--- config.mk ---
export PLATFORM = sky130hd
export DESIGN_NAME = prw_pos
export DESIGN_NICKNAME = d
export VERILOG_FILES = /design/src/prw_pkg.sv /design/src/prw_pos.sv
export SDC_FILE = /design/constraint.sdc
export NUM_CORES = 1
export LEC_CHECK = 0
export BUFFER_PORTS_ARGS = -buffer_cell sky130_fd_sc_hd__buf_2
export CORE_AREA = 2 2 81 83
export DETAILED_ROUTE_END_ITERATION = 7
export DIE_AREA = 0 0 83 85
export GPL_ROUTABILITY_DRIVEN = 0
export PLACE_DENSITY = 0.82
export SLEW_MARGIN = 15
export SYNTH_ARGS = -nofsm -noshare
export SYNTH_HDL_FRONTEND = slang
export SYNTH_SLANG_ARGS = --single-unit
--- constraint.sdc ---
create_clock -name clock -period 7.4 [get_ports clock]
set_input_delay 0 -clock clock [delete_from_list [all_inputs] [get_ports clock]]
set_output_delay 0 -clock clock [all_outputs]
set_load 0.05 [all_outputs]
--- src/prw_pkg.sv ---
// ----------------------------------------------------------------------------
// prw_pkg
// Shared types and constants for the row-gradient edge filter.
// ----------------------------------------------------------------------------
package prw_pkg;

   localparam int PIXEL_W = 8;
   localparam int SUM_W   = 10;   // three pixels summed
   localparam int GRAD_W  = 11;
   localparam int POS_W   = 11;
   localparam int CFG_W   = 12;
   localparam int CSR_IDX_W = 1;

   localparam int ROWS_RESET = 480;
   localparam int COLS_RESET = 640;

   // CSR register indexes
   localparam logic [CSR_IDX_W-1:0] CSR_NUM_ROWS = 1'b0;
   localparam logic [CSR_IDX_W-1:0] CSR_NUM_COLS = 1'b1;

   // one line buffer entry: row two above and row just above
   typedef struct packed {
      logic [PIXEL_W-1:0] older;
      logic [PIXEL_W-1:0] previous;
   } line_pair_type;

   typedef struct packed {
      logic interior;
      logic frame_last;
   } pos_flags_type;

endpackage

--- src/prw_pos.sv ---
// ----------------------------------------------------------------------------
// prw_pos
// Raster position tracker: row/column of the incoming pixel and its flags.
// ----------------------------------------------------------------------------
module prw_pos #(
   parameter int RW = 11,
   parameter int CW = 11
) (
   input  logic                   clock,
   input  logic                   reset,
   input  logic                   advance,
   input  logic [RW:0]            rows,
   input  logic [CW:0]            cols,
   output logic [RW-1:0]          row,
   output logic [CW-1:0]          col,
   output prw_pkg::pos_flags_type flags
);
   import prw_pkg::*;

   logic [RW-1:0] row_ff, row_in;
   logic [CW-1:0] col_ff, col_in;
   logic [RW:0]   row_tmp;
   logic [RW:0]   row_nxt;
   logic [CW:0]   col_nxt;

   // position of this pixel; a shrunk size takes effect here
   always_comb begin
      if ({1'b0, col_ff} >= cols) begin
         col     = '0;
         row_tmp = {1'b0, row_ff} + 1'b1;
      end else begin
         col     = col_ff;
         row_tmp = {1'b0, row_ff};
      end
      if (row_tmp >= rows) begin
         row = '0;
      end else begin
         row = row_tmp[RW-1:0];
      end
   end

   always_comb begin
      flags.interior   = (row >= RW'(2)) && (col >= CW'(2));
      flags.frame_last = ({1'b0, row} == rows - 1'b1) && ({1'b0, col} == cols - 1'b1);
   end

   always_comb begin
      col_nxt = {1'b0, col} + 1'b1;
      row_nxt = {1'b0, row} + 1'b1;
      row_in  = row;
      col_in  = col_nxt[CW-1:0];
      if (col_nxt >= cols) begin
         col_in = '0;
         if (row_nxt >= rows) begin
            row_in = '0;
         end else begin
            row_in = row_nxt[RW-1:0];
         end
      end
   end

   always_ff @(posedge clock) begin
      if (reset) begin
         row_ff <= '0;
         col_ff <= '0;
      end else if (advance) begin
         row_ff <= row_in;
         col_ff <= col_in;
      end
   end

endmodule
; Word level (Yosys, flattened, before mapping)
; Cells that the tools add are included.
[word_totals]
regBits = 22
latchBits = 0
ramBits = 0
rom_bits = 0
in_bits = 27
out_inout_bits = 24
mem_count = 0
[classes]
n_addsub = 5
mul = 0
div = 0
n_lt_le_gt_ge = 6
eq_ne = 2
shift = 0
n_mux = 6
bitwise_logic = 0
n_reduce_logical = 2
[ops]
columns = cell, n
row1 = two-way mux 11 bit, 5
row2 = "adder 11 x 1 -> 12 bit, second input constant", 3
row3 = >= comparator 12 bit, 3
row4 = == test 11 x 12 -> 1 bit, 2
row5 = "subtractor 12 x 1 -> 12 bit, second input constant", 2
row6 = ">= comparator 11 x 2 -> 1 bit, second input constant", 2
row7 = >= comparator 11 x 12 -> 1 bit, 1
row8 = two-way mux 12 bit, 1
row9 = logical AND 1 bit, 2

; Longest topological paths before layout
; Gate-level depths: netlist (run 1).
[logic_depth]
depth_word = 8
mapped_depth = 29
depth_no_buf = 28

; Worst setup path before layout (run 1)
; OpenSTA, ideal clock, no wires.
[synth_timing]
path_kind = flip-flop to flip-flop
startpoint = register col_ff[0]
endpoint = register row_ff[10]
t_arrival_ps = 6761
required_ps = 7320
setup_slack_ps = 559
path_stages_with_launch = 28
path_buffers = 1
period_less_slack_ps = 6841
path_cell_list = dfxtp_1 inv_1 ha_1 nand2b_1 a2111oi_0 o41a_1 buf_2 a21oi_1 xnor2_1 inv_1 ha_1 a211oi_1 o21ai_1 a21oi_1 o21ai_0 mux2i_1 nand4_1 nor2_1 xnor2_1 nor2_1 ha_1 or4_1 a2111oi_0 a21oi_1 nor2_1 nand2_1 or4b_1 o211ai_1
[synth_between]
elab_chain_len = 8
[synth_rtl]
columns = item, line_no
row1 = from (decl), prw_pos.sv:21  ; logic [CW-1:0] col_ff, col_in;
row2 = from (signal assigned), prw_pos.sv:68  ; col_ff <= col_in;
row3 = >= comparator 11 x 12 -> 1 bit *, prw_pos.sv:28  ; if ({1'b0, col_ff} >= cols) begin
row4 = two-way mux 12 bit *, prw_pos.sv:28
row5 = >= comparator 12 bit, prw_pos.sv:35  ; if (row_tmp >= rows) begin
row6 = two-way mux 11 bit *, prw_pos.sv:35
row7 = named net row[5], prw_pos.sv:14  ; output logic [RW-1:0] row,
row8 = adder 11 x 1 -> 12 bit *, prw_pos.sv:49  ; row_nxt = {1'b0, row} + 1'b1;
row9 = >= comparator 12 bit, prw_pos.sv:54  ; if (row_nxt >= rows) begin
row10 = two-way mux 11 bit *, prw_pos.sv:54
row11 = two-way mux 11 bit *, prw_pos.sv:52  ; if (col_nxt >= cols) begin
row12 = to (signal assigned), prw_pos.sv:67  ; row_ff <= row_in;
row13 = to (decl), prw_pos.sv:20  ; logic [RW-1:0] row_ff, row_in;
; Mark *: on every way through the listed nets, which the timed path passes. The rest lies on a longest branch.
; A chain may end at the register's enable or synchronous reset.

; Worst setup path in the final report (run 1)
[layout_timing]
startpoint = register col_ff[5]
endpoint = register row_ff[10]
[layout_between]
elab_chain_len = 8
[layout_rtl]
columns = item, line_no
row1 = >= comparator 11 x 12 -> 1 bit, prw_pos.sv:28
row2 = two-way mux 12 bit, prw_pos.sv:28
row3 = >= comparator 12 bit, prw_pos.sv:35
row4 = two-way mux 11 bit, prw_pos.sv:35
row5 = adder 11 x 1 -> 12 bit, prw_pos.sv:49
row6 = >= comparator 12 bit, prw_pos.sv:54
row7 = two-way mux 11 bit, prw_pos.sv:54
row8 = two-way mux 11 bit *, prw_pos.sv:52
; Every way passes the cells marked *; elsewhere a longest branch is shown, timed or not.

==> results of run 1 <==
==> metrics by stage <==
stage / total power [mW] / util (%) / instances
2_1_floorplan: 0.1954 / - / 498
3_3_place_gp: 0.2261 / 63.52 / 606
3_5_place_dp: 0.2289 / 63.52 / 606
4_1_cts: 0.3140 / 64.41 / 610
5_1_grt: 0.3329 / 64.43 / 610
6_report: 0.3152 / 64.43 / 610
==> repair_timing <==
action	in CTS	in global routing
resized for setup	0	1
setup buffers	0	0
hold buffers	0	0
endpoints found under the setup margin	0	1
==> cell usage in the layout (no fill, tap or decap), types with 5 or more instances in the layout <==
cell type and n:
sky130_fd_sc_hd__xor2_1 15, sky130_fd_sc_hd__buf_4 8, sky130_fd_sc_hd__nor2_1 51, sky130_fd_sc_hd__a21oi_1 30, sky130_fd_sc_hd__nand4_1 12, sky130_fd_sc_hd__or4_1 5, sky130_fd_sc_hd__and2_1 7, sky130_fd_sc_hd__and3_1 14
sky130_fd_sc_hd__nor4_1 8, sky130_fd_sc_hd__nand2_1 30, sky130_fd_sc_hd__nor3_1 11, sky130_fd_sc_hd__a211oi_1 6, sky130_fd_sc_hd__xnor2_1 35, sky130_fd_sc_hd__inv_1 38, sky130_fd_sc_hd__o21ai_0 10, sky130_fd_sc_hd__nand3_1 23
sky130_fd_sc_hd__a22oi_1 12, sky130_fd_sc_hd__ha_1 52, sky130_fd_sc_hd__mux2i_1 6, sky130_fd_sc_hd__o211ai_1 8, sky130_fd_sc_hd__dfxtp_1 22, sky130_fd_sc_hd__buf_2 50
==> flip-flops by register name (all words and copies together) (netlist names) <==
signal and cells:
col_ff 11, row_ff 11
==> power by group through the flow <==
stage / registers (mW) / logic [mW] / clock network (mW)
final: 0.124 / 0.104 / 0.0868
after global routing: 0.125 / 0.116 / 0.0924
after CTS: 0.124 / 0.103 / 0.0872
after global placement: 0.127 / 0.0995 / 0
after floorplan: 0.125 / 0.0706 / 0
after detailed placement: 0.127 / 0.102 / 0
==> critical path, cell delays in order (launching register included) <==
cell	delay (ns)
sky130_fd_sc_hd__dfxtp_1	0.50
sky130_fd_sc_hd__ha_1	0.31
sky130_fd_sc_hd__a211oi_1	0.21
sky130_fd_sc_hd__nor2_1	0.07
sky130_fd_sc_hd__o21bai_1	0.72
sky130_fd_sc_hd__a21oi_1	0.21
sky130_fd_sc_hd__xnor2_1	0.29
sky130_fd_sc_hd__inv_1	0.15
sky130_fd_sc_hd__ha_1	0.31
sky130_fd_sc_hd__a211oi_1	0.22
sky130_fd_sc_hd__o21ai_1	0.10
sky130_fd_sc_hd__a21oi_1	0.30
sky130_fd_sc_hd__or2_1	0.17
sky130_fd_sc_hd__and2_1	0.34
sky130_fd_sc_hd__and2_1	0.34
sky130_fd_sc_hd__and4_1	0.30
sky130_fd_sc_hd__xor2_1	0.09
sky130_fd_sc_hd__ha_1	0.20
sky130_fd_sc_hd__or4_1	0.46
sky130_fd_sc_hd__a2111oi_0	0.36
sky130_fd_sc_hd__a21oi_1	0.19
sky130_fd_sc_hd__nor2_1	0.24
sky130_fd_sc_hd__nand2_1	0.12
sky130_fd_sc_hd__or4b_1	0.47
sky130_fd_sc_hd__o211ai_1	0.10
==> kinds of logic after synthesis <==
group,synth area share (%)
and+or+nand+nor,27.20
AOI/OAI and AO/OA,21.39
buffers and inverters,6.981
adders and majority gates,17.88
xor gates and xnor gates,12.48
DFF,12.10
muxes,1.960
==> synthesized netlist by cell type (6+ instances only) <==
library cell,number
sky130_fd_sc_hd__nand4_1,12
sky130_fd_sc_hd__nor4_1,8
sky130_fd_sc_hd__dfxtp_1,22
sky130_fd_sc_hd__ha_1,52
sky130_fd_sc_hd__nand3_1,23
sky130_fd_sc_hd__inv_1,38
sky130_fd_sc_hd__and3_1,14
sky130_fd_sc_hd__o211ai_1,8
sky130_fd_sc_hd__nor3_1,11
sky130_fd_sc_hd__a211oi_1,6
sky130_fd_sc_hd__xnor2_1,35
sky130_fd_sc_hd__xor2_1,15
sky130_fd_sc_hd__and2_1,7
sky130_fd_sc_hd__nor2_1,51
sky130_fd_sc_hd__a21oi_1,30
sky130_fd_sc_hd__a22oi_1,12
sky130_fd_sc_hd__o21ai_0,10
sky130_fd_sc_hd__mux2i_1,6
sky130_fd_sc_hd__clkbuf_1,25
sky130_fd_sc_hd__nand2_1,30
==> layer usage <==
layer  share of wire [%]  vias to the layer above
met1                  39                     1876
li1                    -                     1901
met2                  48                      223
met5                   0                        -
met4                 5.9                        0
met3                 6.7                       69
==> cell type report <==
type                            instances  area (µm²)
Multi-Input combinational cell        409        2945
Fill cell                             575        2207
Sequential cell                        22       440.4
Timing Repair Buffer                   58       310.3
Inverter                               40       150.1
Tap cell                               77       96.34
Clock buffer                            4       55.05
==> worst paths after layout <==
| path | startpoint | endpoint | slack, ns | cells past startpoint |
|---|---|---|---|---|
| max | col_ff[5]$_SDFFE_PP0P_ | row_ff[10]$_SDFFE_PP0P_ | 0.56 | 24 |
| min | advance | row_ff[0]$_SDFFE_PP0P_ | 0.10 | 2 |
| min reg2reg | col_ff[0]$_SDFFE_PP0P_ | col_ff[0]$_SDFFE_PP0P_ | 0.52 | 2 |
| max reg2reg | col_ff[5]$_SDFFE_PP0P_ | row_ff[10]$_SDFFE_PP0P_ | 0.56 | 24 |
==> out/summary.txt, run 1 <==
Clock network latency to the later pin of the worst-skew pair: 0.27 ns
Remaining global-route overflow: 0
Switching power as a share of total power: 34.84%
Post-detailed-routing wire length: 11200 µm
Leakage Power: 1.890 nW
DR vias: 4069
Global-route met3 utilization: 3.696%
Maximum count of clock buffers along a single path: 2
CTS clock-pin slew for the worst setup and hold paths: 0.08 ns
First-pass iteration count of the detailed router: 5
Switching power of the nets: 0.1098 mW
Power density cells: 78.85 nW/µm²
Path category of the worst min-delay check: in2reg
Minimum setup slack after placement: 0.6343 ns
Number of global-route vias before repair: 3860
Critical path launch point type: flop
Initial DRC Count: 321
Total routing usage reported by global routing: 31.43%
Area of the core: 6205 µm²
Count of unique library cells instantiated by Yosys: 65
Hold Violations, Final: 0
Worst slack on hold paths: 0.1002 ns
Status: finished, final reports clean
DRC violations left: 0
Post-synthesis instance area: 3638 µm²
FMAX: 0.1462 GHz
Total cell area at the placement stage: 3941 µm²
Cell row count: 29
Final-report setup violation count: 0
Cell accounting for the most synthesized area: sky130_fd_sc_hd__ha_1
Req. time, crit path: 7.59 ns
Max_slew headroom: 31.15%
First-pass GRT wire length: 18340 µm
TritonCTS clock tree: done
Crit end category: flop
Antenna violations before repair: 0
Clock power frac: 27.5%
CTS buffer count: 3
Most crowded layer after global routing: met2
Area of the die: 7055 µm²
Cell-internal power: 0.2054 mW
Area grow syn2layout: 9.869%
Via/cell ratio: 6.670
Max Cap Violations: 0
Predominant post-synthesis flop cell: sky130_fd_sc_hd__dfxtp_1
Clock root buffer: sky130_fd_sc_hd__clkbuf_8
Met2 Track Usage GR: 56.96%
Mean post-synth cell area: 7.306 µm²
Average wire per cell in the routed design: 18.35 µm
Combinational cell fraction of total power: 33.1%
Maximum level of the CTS H-tree: 1
Crit share post-route: 92.46%
I/O pin count: 51
Final standard cell area without fillers: 3998 µm²
Final antenna diode count: 0
Count of synthesis-stage warnings from yosys: 0
Detail Route Antenna Nets: 0
Flop and latch count out of synthesis: 22
Top cells by area, synth: sky130_fd_sc_hd__ha_1, sky130_fd_sc_hd__dfxtp_1, sky130_fd_sc_hd__xnor2_1, sky130_fd_sc_hd__nor2_1, sky130_fd_sc_hd__a21oi_1
RSZ-0062 raised after global routing: no
Number of buffers added on ports: 50
Global Route met1 Usage: 35.50%
Worst setup skew after layout: 0.001688 ns
Setup Total Neg Slack: 0 ns
Maximum number of pins on one net before global-route repair: 27
Sequential share of the synthesized area: 12.10%
Initial core utilization: 58.64%
Setup slack of the critical path after layout: 0.5578 ns
Count of mapped cells out of synthesis: 498
EDFF count, synth: 0
Minimum clock period: 6.842 ns
Mapped Nets: 577
Share of cells above drive strength 1: 14.07%
Maximum resistive drop on vdd: 0.00006516 V
Nets: 613
Largest fanout on the critical path: 13
Async SR Flop Fraction: 0%
Reg power frac: 39.4%
Transition time at the pin with the least slew margin: 1.023 ns
Die width: 83 µm
Sinks on the clock net: 22
Post-detail-place hpwl: 9037 µm
Top-area cell type share of the netlist area: 17.88%
Path type of the worst setup path: reg2reg
Max Slew Vio Count: 0
Height of the die: 85 µm
Arrival time of the worst setup path: 7.04 ns
No activity file was read; power rests on OpenSTA's default activity.
==> inputs of run 2 (changes only) <==
--- a/config.mk
+++ b/config.mk
@@ -11,6 +11,8 @@
 export DIE_AREA = 0 0 83 85
 export GPL_ROUTABILITY_DRIVEN = 0
 export PLACE_DENSITY = 0.82
+export REMOVE_ABC_BUFFERS = 1
+export SKIP_LAST_GASP = 1
 export SLEW_MARGIN = 15
 export SYNTH_ARGS = -nofsm -noshare
 export SYNTH_HDL_FRONTEND = slang
==> run 2 against run 1 <==
  * Sequential power barely moved
  * Power is 8.4% higher
  * Sequential share of layout area fell by 0.055 points
  * Register-to-register slack improved by 0.02 ns
  * Worst hold slack improved by 0.0042 ns
  * Count of clock-buffer cells in the layout down 1
  * Core utilization grew 0.32 points
  * Critical path depth up 1
  * Wire length shrank 2.7%
  * Die area stayed put
  * Maximum frequency grew 0.24%
  * Via count decreased by 0.64%
  * Largest cell class unchanged
==> out/summary.txt, run 2 (synthesized netlist as in run 1, its figures left out) <==
Arrival time of the worst setup path: 7.02 ns (-0.02 ns)
Power density cells: 85.04 nW/µm² (+7.8%)
Final std cells w/o fill: 610 (unchanged)
FF-to-FF path depth: 25 (+4.2%)
Worst slack on hold paths: 0.1044 ns (+0.004187 ns)
Critical path launch point type: flop
Transition time at the pin with the least slew margin: 0.9029 ns (-0.1204 ns)
First-pass iteration count of the detailed router: 6 (+1)
Number of instances in the placed design: 606 (unchanged)
Total chip power: 0.3416 mW (+8.4%)
R2R Setup Slk: 0.57 ns (+0.02 ns)
Max Cap Violations: 0 (unchanged)
Status: finished, final reports clean
Post-detailed-routing wire length: 10890 µm (-2.7%)
Maximum count of clock buffers along a single path: 2 (unchanged)
Post-detail-place hpwl: 8745 µm (-3.2%)
Crit share post-route: 92.24% (-0.23 points)
Clock network latency to the later pin of the worst-skew pair: 0.27 ns (about the same)
Maximum level of the CTS H-tree: 1 (unchanged)
CTS buffer count: 3 (unchanged)
Number of global-route vias before repair: 3757 (-2.7%)
Initial core utilization: 58.64% (unchanged)
Path category of the worst min-delay check: in2reg
Initial DRC Count: 399 (+24%)
TritonCTS clock tree: done
RSZ-0062 raised after global routing: no
Number of buffers added on ports: 50 (unchanged)
Area grow syn2layout: 10.42%
Leakage Power: 1.888 nW (-0.11%)
Max_slew headroom: 39.81% (+8.7 points)
DR vias: 4043 (-0.64%)
Launch point of the worst reg-to-reg path: col_ff[0]$_SDFFE_PP0P_
Total cell area at the placement stage: 3941 µm² (unchanged)
Count of buffers added by post-CTS timing repair for setup: 0 (unchanged)
FMAX: 0.1465 GHz (+0.24%)
Total routing usage reported by global routing: 30.51% (-0.92 points)
Setup Total Neg Slack: 0 ns (unchanged)
Cell row count: 29 (unchanged)
Clock root buffer: sky130_fd_sc_hd__clkbuf_8
Final standard cell area without fillers: 4018 µm² (+0.50%)
Height of the die: 85 µm (unchanged)
Req. time, crit path: 7.60 ns (about the same)
Share of cells above drive strength 1: 14.26% (+0.19 points)
Antenna violations before repair: 0 (unchanged)
I/O pin count: 51 (unchanged)
Nets: 613 (unchanged)
Reg-to-Reg End: row_ff[10]$_SDFFE_PP0P_
Via/cell ratio: 6.628 (-0.64%)
Maximum number of pins on one net before global-route repair: 27 (unchanged)
Hold path depth: 3 (+1)
Sinks on the clock net: 22 (unchanged)
Path type of the worst setup path: reg2reg
Crit end category: flop
Largest fanout on the critical path: 16 (+3)
Average wire per cell in the routed design: 17.86 µm (-2.7%)
Die width: 83 µm (unchanged)
First-pass GRT wire length: 17870 µm (-2.6%)
Launch point of the worst hold path: advance
Maximum resistive drop on vdd: 0.00007332 V (+13%)
CTS clock-pin slew for the worst setup and hold paths: 0.08 ns (about the same)
DRC violations left: 0 (unchanged)
Worst setup skew after layout: 0.003872 ns (+0.002184 ns)
Area of the core: 6205 µm² (unchanged)
Remaining global-route overflow: 0 (unchanged)
Final antenna diode count: 0 (unchanged)
Most frequent cells in the layout: sky130_fd_sc_hd__ha_1, sky130_fd_sc_hd__nor2_1, sky130_fd_sc_hd__buf_2
Commonest non-fill, non-tap cell in the layout: sky130_fd_sc_hd__ha_1
Minimum clock period: 6.826 ns (-0.01670 ns)
Hold Violations, Final: 0 (unchanged)
Largest regs: col_ff x11, row_ff x11
Destination of the worst hold path: col_ff[9]$_SDFFE_PP0P_
Final-report setup violation count: 0 (unchanged)
Max Slew Vio Count: 0 (unchanged)
Area of the die: 7055 µm² (unchanged)
Detail Route Antenna Nets: 0 (unchanged)
run 2: changes by cell type in the layout (fill, tap and decap cells not counted):
cell,before,now
sky130_fd_sc_hd__bufinv_16,0,1
sky130_fd_sc_hd__o21bai_2,0,1
sky130_fd_sc_hd__clkbuf_8,4,3
sky130_fd_sc_hd__o21bai_1,1,0
run 2: stage by stage:
step	utilization, %	worst slack [ns]
2_1_floorplan	-	0.2772
3_3_place_gp	63.52	0.8910
3_5_place_dp	63.52	0.5415
4_1_cts	64.67	0.4879
5_1_grt	64.75	0.1903
6_report	64.75	0.5745
run 2: worst max-delay path, stage by stage, from the launching register on:
cell	delay, ns
sky130_fd_sc_hd__dfxtp_1	0.39
sky130_fd_sc_hd__inv_1	0.06
sky130_fd_sc_hd__ha_1	0.26
sky130_fd_sc_hd__nand2b_1	0.14
sky130_fd_sc_hd__a2111oi_0	0.49
sky130_fd_sc_hd__o41a_2	0.40
sky130_fd_sc_hd__a21oi_1	0.13
sky130_fd_sc_hd__xnor2_1	0.30
sky130_fd_sc_hd__inv_1	0.15
sky130_fd_sc_hd__ha_1	0.31
sky130_fd_sc_hd__a211oi_1	0.27
sky130_fd_sc_hd__o21ai_1	0.11
sky130_fd_sc_hd__a21oi_1	0.30
sky130_fd_sc_hd__or2_1	0.17
sky130_fd_sc_hd__and2_1	0.33
sky130_fd_sc_hd__and2_1	0.33
sky130_fd_sc_hd__and4_1	0.29
sky130_fd_sc_hd__xor2_1	0.09
sky130_fd_sc_hd__ha_1	0.19
sky130_fd_sc_hd__or4_1	0.49
sky130_fd_sc_hd__a2111oi_0	0.44
sky130_fd_sc_hd__a21oi_1	0.18
sky130_fd_sc_hd__nor2_1	0.23
sky130_fd_sc_hd__nand2_1	0.12
sky130_fd_sc_hd__or4b_1	0.47
sky130_fd_sc_hd__o211ai_1	0.10
run 2: worst max path at each step:
stage	start	endpoint	slack, ns
detailed placement	col_ff[5]$_SDFFE_PP0P_	row_ff[10]$_SDFFE_PP0P_	0.54
global placement	col_ff[5]$_SDFFE_PP0P_	row_ff[10]$_SDFFE_PP0P_	0.89
global route	col_ff[5]$_SDFFE_PP0P_	row_ff[10]$_SDFFE_PP0P_	0.19
finish	col_ff[0]$_SDFFE_PP0P_	row_ff[10]$_SDFFE_PP0P_	0.57
CTS	col_ff[5]$_SDFFE_PP0P_	row_ff[10]$_SDFFE_PP0P_	0.49
floorplan	col_ff[5]$_SDFFE_PP0P_	row_ff[10]$_SDFFE_PP0P_	0.28
run 2: metal layers:
metal  part of all wire (%)  track usage [%]
met1                     40            37.58
met2                     46            52.79
met3                    8.3            3.113
met4                    5.1            15.95
met5                      0                0
run 2: final cells by class:
| cell class | instances | area (µm²) |
|---|---|---|
| Clock buffer | 3 | 41.29 |
| Clock inverter | 1 | 30.03 |
| Fill cell | 546 | 2187 |
| Inverter | 40 | 150.1 |
| Multi-Input combinational cell | 409 | 2949 |
| Sequential cell | 22 | 440.4 |
| Tap cell | 77 | 96.34 |
| Timing Repair Buffer | 58 | 310.3 |
run 2: power breakdown:
group / switching (mW) / total [mW] / internal, mW
clock network: 0.0415 / 0.114 / 0.0723
logic: 0.0661 / 0.104 / 0.0378
registers: 0.00367 / 0.124 / 0.120
total: 0.111 / 0.342 / 0.230
run 2: what timing repair did:
action | CTS | global route
hold buffers | 0 | 0
resized for setup | 0 | 2
endpoints found under the setup margin | 0 | 6
